$ cat src/hdl/tmsu_pkg.sv
// Package for the test mode sequencer unit.
// Holds the shared types, codes and timing constants; depends on nothing.

package tmsu_pkg;

    localparam int TICKS_PER_SECOND = 1000;
    localparam int TICK_W = $clog2(TICKS_PER_SECOND + 1);

    localparam int IN_DATA_W = 24;
    localparam int OUT_DATA_W = 16;

    localparam int PIN_IO = 0;
    localparam int PIN_DRIVE = 1;
    localparam int PIN_LED = 2;
    localparam int PIN_GREEN = 3;
    localparam int PIN_BLUE = 4;
    localparam int PIN_W = 5;

    localparam logic [1:0] PHASE_BLANK = 2'd3;

    localparam logic OP_START = 1'b0;
    localparam logic OP_TICK = 1'b1;

    localparam logic REG_TIMEOUT = 1'b0;
    localparam logic REG_TEMP_LIMIT = 1'b1;

    localparam logic [7:0] TIMEOUT_RESET = 8'd60;
    localparam logic [9:0] TEMP_LIMIT_RESET = 10'd60;

    typedef enum logic [2:0]
    {
        MODE_OFF = 3'd0,
        MODE_REF = 3'd1,
        MODE_IO = 3'd2,
        MODE_SHUNT = 3'd3,
        MODE_BLINK = 3'd4
    } mode_t;

    typedef struct packed
    {
        logic       operation;
        logic [2:0] mode;
        logic [7:0] shunt_level;
        logic [9:0] temperature;
    } item_t;

    typedef struct packed
    {
        logic [7:0] timeout_seconds;
        logic [9:0] temp_limit;
    } cfg_t;

    typedef struct packed
    {
        logic [2:0] status;
        logic       io_on;
        logic       shunt_drive_on;
        logic [7:0] shunt_drive_level;
        logic       shunt_led_on;
        logic       green_lit;
        logic       blue_on;
    } res_t;

    function automatic logic [9:0] phase_ticks(input logic [1:0] phase);
        logic [9:0] ticks;
        case (phase)
            2'd0:    ticks = 10'd50;
            2'd1:    ticks = 10'd100;
            2'd2:    ticks = 10'd100;
            default: ticks = 10'd750;
        endcase
        return ticks;
    endfunction

    function automatic logic [PIN_W-1:0] phase_pin(input logic [1:0] phase);
        logic [PIN_W-1:0] pins;
        pins = '0;
        case (phase)
            2'd0:    pins[PIN_LED] = 1'b1;
            2'd1:    pins[PIN_GREEN] = 1'b1;
            2'd2:    pins[PIN_BLUE] = 1'b1;
            default: pins = '0;
        endcase
        return pins;
    endfunction

endpackage

$ cat src/hdl/tmsu_engine.sv
// Mode state, second timer and blink sequencer of the test mode sequencer unit.
// Takes one registered request per step and returns the result it causes; uses tmsu_pkg.

module tmsu_engine
(
    input  logic           clk,
    input  logic           rst_n,
    input  logic           step,
    input  tmsu_pkg::item_t item,
    input  tmsu_pkg::cfg_t  cfg,
    output tmsu_pkg::res_t  result
);

    tmsu_pkg::mode_t                    mode_reg, mode_next;
    logic [tmsu_pkg::TICK_W-1:0]        tick_reg, tick_next;
    logic [7:0]                         seconds_reg, seconds_next;
    logic [1:0]                         phase_reg, phase_next;
    logic [9:0]                         remaining_reg, remaining_next;
    logic [tmsu_pkg::PIN_W-1:0]         pins_reg, pins_next;
    logic [7:0]                         level_reg, level_next;
    logic [tmsu_pkg::TICK_W-1:0]        tick_inc;
    logic                               timed_out;

    always_comb
    begin
        mode_next = mode_reg;
        tick_next = tick_reg;
        seconds_next = seconds_reg;
        phase_next = phase_reg;
        remaining_next = remaining_reg;
        pins_next = pins_reg;
        level_next = level_reg;
        tick_inc = tick_reg + 1'b1;
        timed_out = 1'b0;

        if (item.operation == tmsu_pkg::OP_START)
        begin
            seconds_next = '0;
            tick_next = '0;
            unique case (item.mode)
                tmsu_pkg::MODE_REF:
                begin
                    mode_next = tmsu_pkg::MODE_REF;
                end
                tmsu_pkg::MODE_IO:
                begin
                    mode_next = tmsu_pkg::MODE_IO;
                    pins_next[tmsu_pkg::PIN_IO] = 1'b1;
                end
                tmsu_pkg::MODE_SHUNT:
                begin
                    mode_next = tmsu_pkg::MODE_SHUNT;
                    pins_next[tmsu_pkg::PIN_DRIVE] = 1'b1;
                    level_next = item.shunt_level;
                end
                tmsu_pkg::MODE_BLINK:
                begin
                    mode_next = tmsu_pkg::MODE_BLINK;
                    phase_next = tmsu_pkg::PHASE_BLANK;
                    remaining_next = tmsu_pkg::phase_ticks(tmsu_pkg::PHASE_BLANK);
                end
                default:
                begin
                    mode_next = tmsu_pkg::MODE_OFF;
                    pins_next = '0;
                    level_next = '0;
                end
            endcase
        end
        else if (mode_reg == tmsu_pkg::MODE_OFF)
        begin
            pins_next = '0;
            level_next = '0;
        end
        else
        begin
            tick_next = tick_inc;
            if (32'(tick_inc) >= 32'(tmsu_pkg::TICKS_PER_SECOND))
            begin
                tick_next = '0;
                seconds_next = seconds_reg + 8'd1;
                timed_out = (seconds_next >= cfg.timeout_seconds);
            end

            if (timed_out)
            begin
                mode_next = tmsu_pkg::MODE_OFF;
                pins_next = '0;
                level_next = '0;
            end
            else if (mode_reg == tmsu_pkg::MODE_BLINK)
            begin
                if (remaining_reg <= 10'd1)
                begin
                    phase_next = phase_reg + 2'd1;
                    remaining_next = tmsu_pkg::phase_ticks(phase_next);
                    pins_next[tmsu_pkg::PIN_LED] = 1'b0;
                    pins_next[tmsu_pkg::PIN_GREEN] = 1'b0;
                    pins_next[tmsu_pkg::PIN_BLUE] = 1'b0;
                    pins_next = pins_next | tmsu_pkg::phase_pin(phase_next);
                end
                else
                begin
                    remaining_next = remaining_reg - 10'd1;
                end
            end
            else if (mode_reg == tmsu_pkg::MODE_SHUNT)
            begin
                if (item.temperature > cfg.temp_limit)
                begin
                    mode_next = tmsu_pkg::MODE_OFF;
                    pins_next = '0;
                    level_next = '0;
                end
            end
        end
    end

    always_ff @(posedge clk or negedge rst_n)
    begin
        if (!rst_n)
        begin
            mode_reg <= tmsu_pkg::MODE_OFF;
            tick_reg <= '0;
            seconds_reg <= '0;
            phase_reg <= tmsu_pkg::PHASE_BLANK;
            remaining_reg <= '0;
            pins_reg <= '0;
            level_reg <= '0;
        end
        else if (step)
        begin
            mode_reg <= mode_next;
            tick_reg <= tick_next;
            seconds_reg <= seconds_next;
            phase_reg <= phase_next;
            remaining_reg <= remaining_next;
            pins_reg <= pins_next;
            level_reg <= level_next;
        end
    end

    assign result.status = mode_next;
    assign result.io_on = pins_next[tmsu_pkg::PIN_IO];
    assign result.shunt_drive_on = pins_next[tmsu_pkg::PIN_DRIVE];
    assign result.shunt_drive_level = level_next;
    assign result.shunt_led_on = pins_next[tmsu_pkg::PIN_LED];
    assign result.green_lit = pins_next[tmsu_pkg::PIN_GREEN];
    assign result.blue_on = pins_next[tmsu_pkg::PIN_BLUE];

endmodule

$ cat config.mk
export PLATFORM = sky130hd
export DESIGN_NAME = tmsu_engine
export DESIGN_NICKNAME = d
export VERILOG_FILES = /design/src/hdl/tmsu_pkg.sv /design/src/hdl/tmsu_engine.sv
export SDC_FILE = /design/constraint.sdc
export NUM_CORES = 1
export LEC_CHECK = 0
export BUFFER_PORTS_ARGS = -buffer_cell sky130_fd_sc_hd__buf_2
export CAP_MARGIN = 20
export CORE_MARGIN = 3
export CORE_UTILIZATION = 55
export DETAILED_ROUTE_END_ITERATION = 8
export MAX_ROUTING_LAYER = met4
export PLACE_DENSITY = 0.78
export SYNTH_ARGS = -nofsm -noshare
export SYNTH_HDL_FRONTEND = slang
export SYNTH_SLANG_ARGS = --single-unit
$ cat constraint.sdc
create_clock -name clk -period 3.4 [get_ports clk]
set_clock_uncertainty 0.05 [all_clocks]
set_input_delay 0 -clock clk [delete_from_list [all_inputs] [get_ports clk]]
set_output_delay 0 -clock clk [all_outputs]
set_load 0.005 [all_outputs]
==> results of run 1 <==
-- power breakdown --
part | total (mW) | leakage (nW) | internal, mW | switching (mW)
combinational | 0.337 | 1.48 | 0.151 | 0.187
clock | 0.509 | 0.0714 | 0.314 | 0.196
sequential | 0.659 | 0.594 | 0.592 | 0.0677
total | 1.51 | 2.15 | 1.06 | 0.450
-- path summary, 6_finish.rpt --
check / start / end / depth (start not counted)
worst max-delay path: seconds_reg[0] / result[11] / 14
worst min-delay path: rst_n / remaining_reg[1] / 2
worst max register to register: seconds_reg[0] / pins_reg[1] / 13
worst min register to register: remaining_reg[8] / remaining_reg[8] / 1
max in group asynchronous: rst_n / phase_reg[0] / 3
min in group clk: step / level_reg[0] / 3
-- logic make-up after synthesis --
family / after synthesis / share of synthesized area (%)
AOI/OAI and AO/OA: 130 / 25.8
muxes: 14 / 4.13
adders and majority gates: 28 / 9.55
and+or+nand+nor: 130 / 18.7
DFF: 46 / 31.4
xor gates and xnor gates: 15 / 4.09
buffers and inverters: 55 / 6.34
-- synthesized netlist by cell type, types with 3 or more instances --
| library cell | n | area [um^2] |
|---|---|---|
| clkbuf_1 | 6 | 22.5 |
| or3_1 | 3 | 18.8 |
| nand2b_1 | 5 | 31.3 |
| mux2i_1 | 5 | 50.1 |
| ha_1 | 28 | 350 |
| buf_2 | 6 | 30.0 |
| dfrtp_1 | 44 | 1100 |
| a31oi_1 | 5 | 31.3 |
| xor2_1 | 7 | 61.3 |
| mux2_2 | 9 | 101 |
| a22oi_1 | 9 | 67.6 |
| nand2_1 | 35 | 131 |
| nand3_1 | 9 | 45.0 |
| a32o_1 | 7 | 70.1 |
| o31ai_1 | 5 | 37.5 |
| nor2_1 | 32 | 120 |
| and2_1 | 3 | 18.8 |
| o21a_1 | 7 | 52.6 |
| a21o_1 | 14 | 105 |
| and3_1 | 5 | 31.3 |
| nand4_1 | 6 | 37.5 |
| o21ai_0 | 33 | 165 |
| a22o_1 | 15 | 131 |
| a21oi_1 | 12 | 60.1 |
| inv_1 | 37 | 139 |
| nor3_1 | 16 | 80.1 |
| xnor2_1 | 7 | 61.3 |
-- area by class of cell --
class / instances / area (um^2) / area share (%)
Sequential cell: 46 / 1150 / 27.2
Timing Repair Buffer: 69 / 388 / 9.16
Clock inverter: 2 / 60.1 / 1.42
Clock buffer: 6 / 82.6 / 1.95
Multi-Input combinational cell: 317 / 2310 / 54.5
Inverter: 39 / 146 / 3.46
Tap cell: 77 / 96.3 / 2.28
-- metrics by stage --
| stage | hold slack [ns] | utilization, % |
|---|---|---|
| 4_1_cts | 0.0664 | 64.8 |
| 3_5_place_dp | 0.194 | 62.4 |
| 6_report | 0.0721 | 65.9 |
| 3_3_place_gp | 0.188 | 62.4 |
| 5_1_grt | 0.0871 | 65.9 |
| 2_1_floorplan | -0.346 | - |
-- metal layers --
metal | up-vias | global-route usage [%]
met1 | 1608 | 29.6
met5 | - | -
met3 | 9 | 3.29
li1 | 1639 | -
met2 | 80 | 38.1
met4 | 0 | 6.97
-- repair_timing --
action                     in CTS  in global routing
resized for setup               0                  7
hold endpoints to repair       44                  0
setup endpoints to repair       0                 14
hold buffers                    1                  0
buffers inserted                0                  4
==> flow_summary.toml, run 1 <==
[detailed_routing]
drc = 0
routed_wl_um = 8510
drt_iter0_markers = 202
via_per_inst = 6.00
met2WireLength_um = 4250
drt-pass1-iter-count = 5
met3_length_um = 338
antenna_left = 0
routed.top_layer = "met4"
wire_per_inst_um = 15.3
num_vias = 3336
met1_length_um = 3820

[run_status]
status = "complete, no violations"

[placed_design]
place.gp.congestion = 0.873
dp_slack_ns = 0.405
place_area_um2 = 4010
dp_cells = 542
dp_hpwl_um = 6240
numPortBuffers = 58

[floorplanning]
die_y_um = 87.7
die_w_um = 87.7
coreArea_um2 = 6420
rows = 29
die_area_um2 = 7690
initial_core_util_pct = 57.1
io_pins = 59

[clocking]
clk_pin_slew_worst_paths_ns = 0.09
insertion_delay_ns = 0.30
cts_made_buffers = 5
clkSinkCount = 46
h-tree-depth = 2
cts_tree = "yes"
cts_root_buf = "clkbuf_8"
clockBufferDepth = 2

[critical_path]
cp_slowest_cell = "dfrtp_1"
crit_path_max_fanout = 9
path_buf_inv = 3
cp_cell_sequence = "ha_2, nand3_1, nor2_2, xor2_1, ha_1, nand2_1, o21a_1, o31ai_1, buf_4, a31oi_4, and3_4, buf_4, a21o_1, buf_2"
cp_top_family = "simple AND/OR/NAND/NOR gates"
cp-start-kind = "flop"
critPathRequiredTime_ns = 3.35
crit_top_cell = "buf_4"
slowest_delay_ns = 0.45
rrSetupSlack_ns = 0.56
arrival_ns = 3.14
critPathKind = "reg -> out"
endpoint_kind = "primary output"

[sta]
max-slew-margin-rel_pct = 57.6
period_minus_slack_ns = 3.19
fmax_ghz = 0.313
hold_viol_final = 0
tns_ns = 0
worst_slew_pin_slew_ns = 0.636
fin_ws_ns = 0.210
final_max_slew_viol_count = 0
finalSetupViolations = 0
post-route-period-util_pct = 93.8

[power_and_ir_drop]
power_leakage_nw = 2.15
peakVddDrop_uv = 233
power.total_mw = 1.51
powerDensity_nw_per_um2 = 356

[synthesis]
synth-seq-cells = 46
syn_inst = 418
yosysUniqueCellTypes = 66
yosys_warnings = 0
ys.flop_type = "dfrtp_1"
syn_area_per_cell_um2 = 8.78
async_flop_share_pct = 100
synth_seq_area_share_pct = 31.4
synth_nets = 489
synth_area_um2 = 3670
synth_edf_count = 0

[global_route]
grt_pass1_vias = 3096
grt.total_usage_pct = 23.2
antenna_found_initial = 0
grt-ovfl-total = 0
grt_max_degree = 47
grt_pass1_wl_um = 14000

[worst_hold_path]
min_path_type = "in -> async"

[finish]
design_area_um2 = 4230
antenna_cells = 0
synthToLayoutAreaGrowth_pct = 15.4
drive_gt1_share_pct = 22.5
final_cell_mix = "58 x buf_2, 44 x dfrtp_1, 37 x inv_1"
fin_cells = 556
nets = 549
final.fill_count = 539
mostFrequentLayoutCell = "buf_2"

[job]
maxCapViolations = 0
Power figures use the tool's default switching activity.
==> inputs of run 2 (changes only) <==
--- a/config.mk
+++ b/config.mk
@@ -12,6 +12,8 @@
 export DETAILED_ROUTE_END_ITERATION = 8
 export MAX_ROUTING_LAYER = met4
 export PLACE_DENSITY = 0.78
+export SETUP_SLACK_MARGIN = 0.5
+export SKIP_LAST_GASP = 1
 export SYNTH_ARGS = -nofsm -noshare
 export SYNTH_HDL_FRONTEND = slang
 export SYNTH_SLANG_ARGS = --single-unit
==> flow_summary.toml, run 2 (synthesized netlist as in run 1, its figures left out) <==
[run_status]
status = "complete, no violations"

[critical_path]
reg2reg_to = "level_reg[6]"
endpoint_kind = "primary output"
arrival_ns = 2.91
crit_path_max_fanout = 4
critPathKind = "reg -> out"
rrSetupSlack_ns = 0.60
cp-start-kind = "flop"
reg2regPathDepth = 12
r2r-start = "seconds_reg[0]"
critPathRequiredTime_ns = 3.35

[floorplanning]
initial_core_util_pct = 57.1
die_w_um = 87.7
die_area_um2 = 7690
io_pins = 59
die_y_um = 87.7
coreArea_um2 = 6420
rows = 29

[worst_hold_path]
min_path_type = "in -> async"

[detailed_routing]
wire_per_inst_um = 16.0
met1_length_um = 4000
met2WireLength_um = 4560
via_per_inst = 6.01
drt_iter0_markers = 225
num_vias = 3412
met3_length_um = 342
routed.top_layer = "met4"
antenna_left = 0
drt-pass1-iter-count = 4
routed_wl_um = 9070
drc = 0

[finish]
final.fill_count = 508
drive_gt1_share_pct = 26.7
synthToLayoutAreaGrowth_pct = 20.5
mostFrequentLayoutCell = "buf_2"
nets = 561
antenna_cells = 0
final_cell_mix = "58 x buf_2, 42 x dfrtp_1, 37 x inv_1"

[placed_design]
numPortBuffers = 58
place.gp.congestion = 0.873
dp_slack_ns = 0.405
dp_hpwl_um = 6240

[sta]
max-slew-margin-rel_pct = 58.2
hold_slack_ns = 0.0722
rsz0062_at_grt = "yes"
tns_ns = 0
finalSetupViolations = 0
fmax_ghz = 0.337
fin_ws_ns = 0.436
period_minus_slack_ns = 2.96
final_max_slew_viol_count = 0
worst_slew_pin_slew_ns = 0.626
hold_viol_final = 0
post-route-period-util_pct = 87.2

[clocking]
cts_made_buffers = 5
clockBufferDepth = 2
clkSinkCount = 46
cts_root_buf = "clkbuf_8"
insertion_delay_ns = 0.30
clk_pin_slew_worst_paths_ns = 0.09
cts_tree = "yes"
h-tree-depth = 2

[global_route]
grt.total_usage_pct = 24.0
grt_max_degree = 47
grt_pass1_vias = 3192
grt_pass1_wl_um = 14400
grt-ovfl-total = 0
antenna_found_initial = 0

[power_and_ir_drop]
power_leakage_nw = 2.22
powerDensity_nw_per_um2 = 346
peakVddDrop_uv = 232

[job]
maxCapViolations = 0
run 2: cell types whose count changed in the layout (fill, tap and decap cells not counted), moves of 2 or more:
cell,change
dfrtp_1,-2
dfrtp_2,+2
buf_6,+2
nor2_2,-2
ha_4,+2
buf_4,+10
nor2_4,+2
run 2: cell type report:
class                   count  area [um^2]  area share (%)
multi-input cells         317         2390            54.2
flip-flops and latches     46         1160            26.1
repair buffers             81          485            11.0
inverters                  39          146            3.31
well taps                  77         96.3            2.18
clock buffers               6         82.6            1.87
clock inverters             2         60.1            1.36
run 2: per-layer routing:
metal	vias up	global-route usage, %
met4	0	7.81
met2	78	39.6
met3	14	3.57
li1	1663	-
met5	-	-
met1	1657	30.2
run 2: where the power goes:
group          internal [mW]  switching [mW]
Combinational          0.165           0.195
Sequential             0.592          0.0700
Clock                  0.314           0.195
run 2: worst max path at each step:
stage	endpoint	start	slack, ns	cells past startpoint
3_3_place_gp	result[11]	seconds_reg[0]	0.49	14
2_1_floorplan	remaining_reg[8]	seconds_reg[0]	0.59	11
5_1_grt	result[1]	seconds_reg[0]	0.29	14
6_report	result[1]	seconds_reg[0]	0.44	14
4_1_cts	result[11]	seconds_reg[1]	0.41	14
3_5_place_dp	result[11]	seconds_reg[0]	0.41	14
run 2: worst max-delay path: stages (launching register included):
cell     delay, ns
dfrtp_2       0.44
and3_4        0.22
nand3_4       0.10
nor2_4        0.15
xor2_2        0.20
ha_4          0.24
a21oi_2       0.11
o21a_1        0.15
o31ai_2       0.07
buf_4         0.15
a31oi_4       0.16
and3_4        0.26
buf_6         0.11
a22o_1        0.13
buf_2         0.11
run 2: timing repair:
action / 4_1_cts / 5_1_grt
resized for setup: 12 / 15
setup buffers: 11 / 4
hold buffers: 1 / 0
cloned: 0 / 1
endpoints found under the hold margin: 44 / 0
endpoints found under the setup margin: 16 / 43
pin swaps: 11 / 12
run 2: through the flow:
step,utilization [%],instances,instance area (um^2),power [mW]
3_3_place_gp,62.4,542,4010,0.984
5_1_grt,68.8,568,4420,1.61
3_5_place_dp,62.4,542,4010,0.997
2_1_floorplan,-,418,3670,0.881
4_1_cts,66.8,562,4290,1.52
6_report,68.8,568,4420,1.53
==> inputs of run 3 (changes only) <==
--- a/config.mk
+++ b/config.mk
@@ -5,13 +5,14 @@
 export SDC_FILE = /design/constraint.sdc
 export NUM_CORES = 1
 export LEC_CHECK = 0
+export ABC_AREA = 1
 export BUFFER_PORTS_ARGS = -buffer_cell sky130_fd_sc_hd__buf_2
 export CAP_MARGIN = 20
 export CORE_MARGIN = 3
 export CORE_UTILIZATION = 55
 export DETAILED_ROUTE_END_ITERATION = 8
 export MAX_ROUTING_LAYER = met4
-export PLACE_DENSITY = 0.78
+export PLACE_DENSITY = 0.77
 export SETUP_SLACK_MARGIN = 0.5
 export SKIP_LAST_GASP = 1
 export SYNTH_ARGS = -nofsm -noshare
==> flow_summary.toml, run 3 <==
[run_status]
status = "complete, no violations"

[sta]
fmax_ghz = 0.367
worst_slew_pin_slew_ns = 0.611
finalSetupViolations = 0
period_minus_slack_ns = 2.72
fin_ws_ns = 0.675
rsz0062_at_grt = "yes"
hold_viol_final = 0
post-route-period-util_pct = 80.1
final_max_slew_viol_count = 0
hold_slack_ns = 0.0311
tns_ns = 0
max-slew-margin-rel_pct = 59.1

[floorplanning]
rows = 30
initial_core_util_pct = 56.9
die_area_um2 = 8110
io_pins = 59
die_w_um = 90.1
die_y_um = 90.1
coreArea_um2 = 6830

[synthesis]
yosysTopAreaCell = "dfrtp_1"
synth_area_leaders = "dfrtp_1 28%, nand2_1 19%, ha_1 9.0%"
synth_seq_area_share_pct = 29.7
synth_edf_count = 0
ys.flop_type = "dfrtp_1"
synth_top_area_share_pct = 28.3
async_flop_share_pct = 100
synth_area_um2 = 3890
synth_most_common_cell = "nand2_1"
synth-seq-cells = 46
synthTopCellsByCount = "195 x nand2_1, 88 x inv_1, 44 x dfrtp_1, 36 x nand3_1"
yosys_warnings = 0
yosysUniqueCellTypes = 39
synth_nets = 639
syn_area_per_cell_um2 = 6.84
syn_inst = 568

[placed_design]
place.gp.congestion = 0.801
dp_cells = 709
dp_slack_ns = 0.668
dp_hpwl_um = 6700
numPortBuffers = 58

[finish]
fin_cells = 721
final_cell_mix = "195 x nand2_1, 88 x inv_1, 58 x buf_2"
final_util_pct = 64.7
drive_gt1_share_pct = 22.1
antenna_cells = 0
synthToLayoutAreaGrowth_pct = 13.7
nets = 695
mostFrequentLayoutCell = "nand2_1"
final.fill_count = 624

[critical_path]
crit_top_cell = "nand2_1"
critPathRequiredTime_ns = 3.35
r2r-start = "seconds_reg[0]"
cp-start-kind = "flop"
startpoint = "seconds_reg[0]"
cp_cell_sequence = "ha_2, nand2_1, nor2_2, nand3_1, xor2_1, inv_1, ha_1, nand2_1, nor2_2, nand4_1, nand3_2, nand3_4, buf_12, nand3_1, nand2_1, buf_2"
crit_path_max_fanout = 16
arrival_ns = 2.67
cp_slowest_cell = "dfrtp_1"
slowest_delay_ns = 0.42
critPathKind = "reg -> out"
endpoint_kind = "primary output"

[detailed_routing]
via_per_inst = 5.12
drc = 0
antenna_left = 0
drt-pass1-iter-count = 5
num_vias = 3695
wire_per_inst_um = 12.3
routed_wl_um = 8900
drt_iter0_markers = 231

[clocking]
clockBufferDepth = 2
clkSinkCount = 46
cts_tree = "yes"
cts_root_buf = "clkbuf_8"
h-tree-depth = 2
cts_made_buffers = 5
insertion_delay_ns = 0.31
clk_pin_slew_worst_paths_ns = 0.09

[power_and_ir_drop]
peakVddDrop_uv = 273
power_leakage_nw = 2.54
powerDensity_nw_per_um2 = 383

[worst_hold_path]
hold_path_startpoint = "item[18]"
min_path_type = "in -> reg"

[global_route]
grt.total_usage_pct = 23.3
grt_pass1_vias = 3513
grt_max_degree = 29
grt_pass1_wl_um = 15400
grt-ovfl-total = 0
antenna_found_initial = 0

[job]
maxCapViolations = 0
-- run 3: cell types whose count changed in the layout (fill, tap and decap cells not counted), moves of 15 or more --
cell     before  now
nand3_1       7   35
nand2_1      35  195
buf_4        19    4
inv_1        37   88
a22o_1       15    0
o21ai_0      33   18
nand2_2       0   21
-- run 3: cell type report --
| cell class | count | area [um^2] | area share (%) |
|---|---|---|---|
| Tap cell | 96 | 120 | 2.72 |
| Sequential cell | 46 | 1150 | 26.1 |
| Multi-Input combinational cell | 414 | 2300 | 52.1 |
| Inverter | 93 | 349 | 7.89 |
| Clock buffer | 6 | 82.6 | 1.87 |
| Clock inverter | 2 | 60.1 | 1.36 |
| Timing Repair Buffer | 64 | 350 | 7.92 |
-- run 3: timing repair --
item | CTS | global route
resized for setup | 0 | 5
gates cloned | 0 | 0
hold buffers | 1 | 0
endpoints found under the setup margin | 16 | 31
hold endpoints to repair | 18 | 0
pin swaps | 1 | 3
buffers inserted | 1 | 2
-- run 3: final timing paths --
| check | slack, ns | endpoint | depth (start not counted) |
|---|---|---|---|
| setup / recovery | 0.68 | result[0] | 16 |
| min in group asynchronous | 0.10 | tick_reg[8] | 2 |
| hold reg to reg | 0.44 | remaining_reg[9] | 2 |
| max in group asynchronous | 2.41 | phase_reg[1] | 3 |
| hold / removal | 0.03 | mode_reg[0] | 5 |
| setup reg to reg | 0.73 | remaining_reg[9] | 15 |
-- run 3: cells by family (layout without fill, tap and decap cells) --
family                   count (synthesis)  count (layout)  share of synthesized area [%]
AND/OR/NAND/NOR                        326             326                           40.1
XOR/XNOR                                 9               9                           2.03
flip-flops                              46              46                           29.7
buffers and inverters                  108             165                           11.4
AO/OA/AOI/OAI                           51              51                           7.85
adder cells (fa/ha/maj)                 28              28                           9.01
-- run 3: critical path, delay by kind of cell, from the launching register on --
kind | cells | cell delay (ns)
buffers and inverters | 3 | 0.37
and+or+nand+nor | 10 | 0.96
DFF | 1 | 0.42
adders and majority gates | 2 | 0.47
xor gates and xnor gates | 1 | 0.14
-- run 3: power breakdown --
part / leakage, nW / total [mW] / internal (mW) / switching [mW]
registers: 0.611 / 0.710 / 0.619 / 0.0904
logic: 1.86 / 0.471 / 0.188 / 0.283
clock network: 0.0714 / 0.513 / 0.314 / 0.200
-- run 3: metal layers --
| layer | global-route usage [%] | share of wire (%) | wire length (um) | vias up |
|---|---|---|---|---|
| met1 | 27.0 | 42 | 3740 | 1697 |
| met2 | 40.1 | 50 | 4460 | 95 |
| met4 | 8.67 | 2.4 | 212 | 0 |
| met3 | 4.27 | 5.4 | 485 | 15 |
| li1 | - | - | - | 1888 |
| met5 | - | 0 | 0 | - |
-- run 3: stage by stage --
stage	total power, mW	instance area, um^2
after floorplan	1.05	3890
after global placement	1.16	4220
after detailed placement	1.19	4220
after CTS	1.70	4390
after global routing	1.82	4420
final	1.69	4420
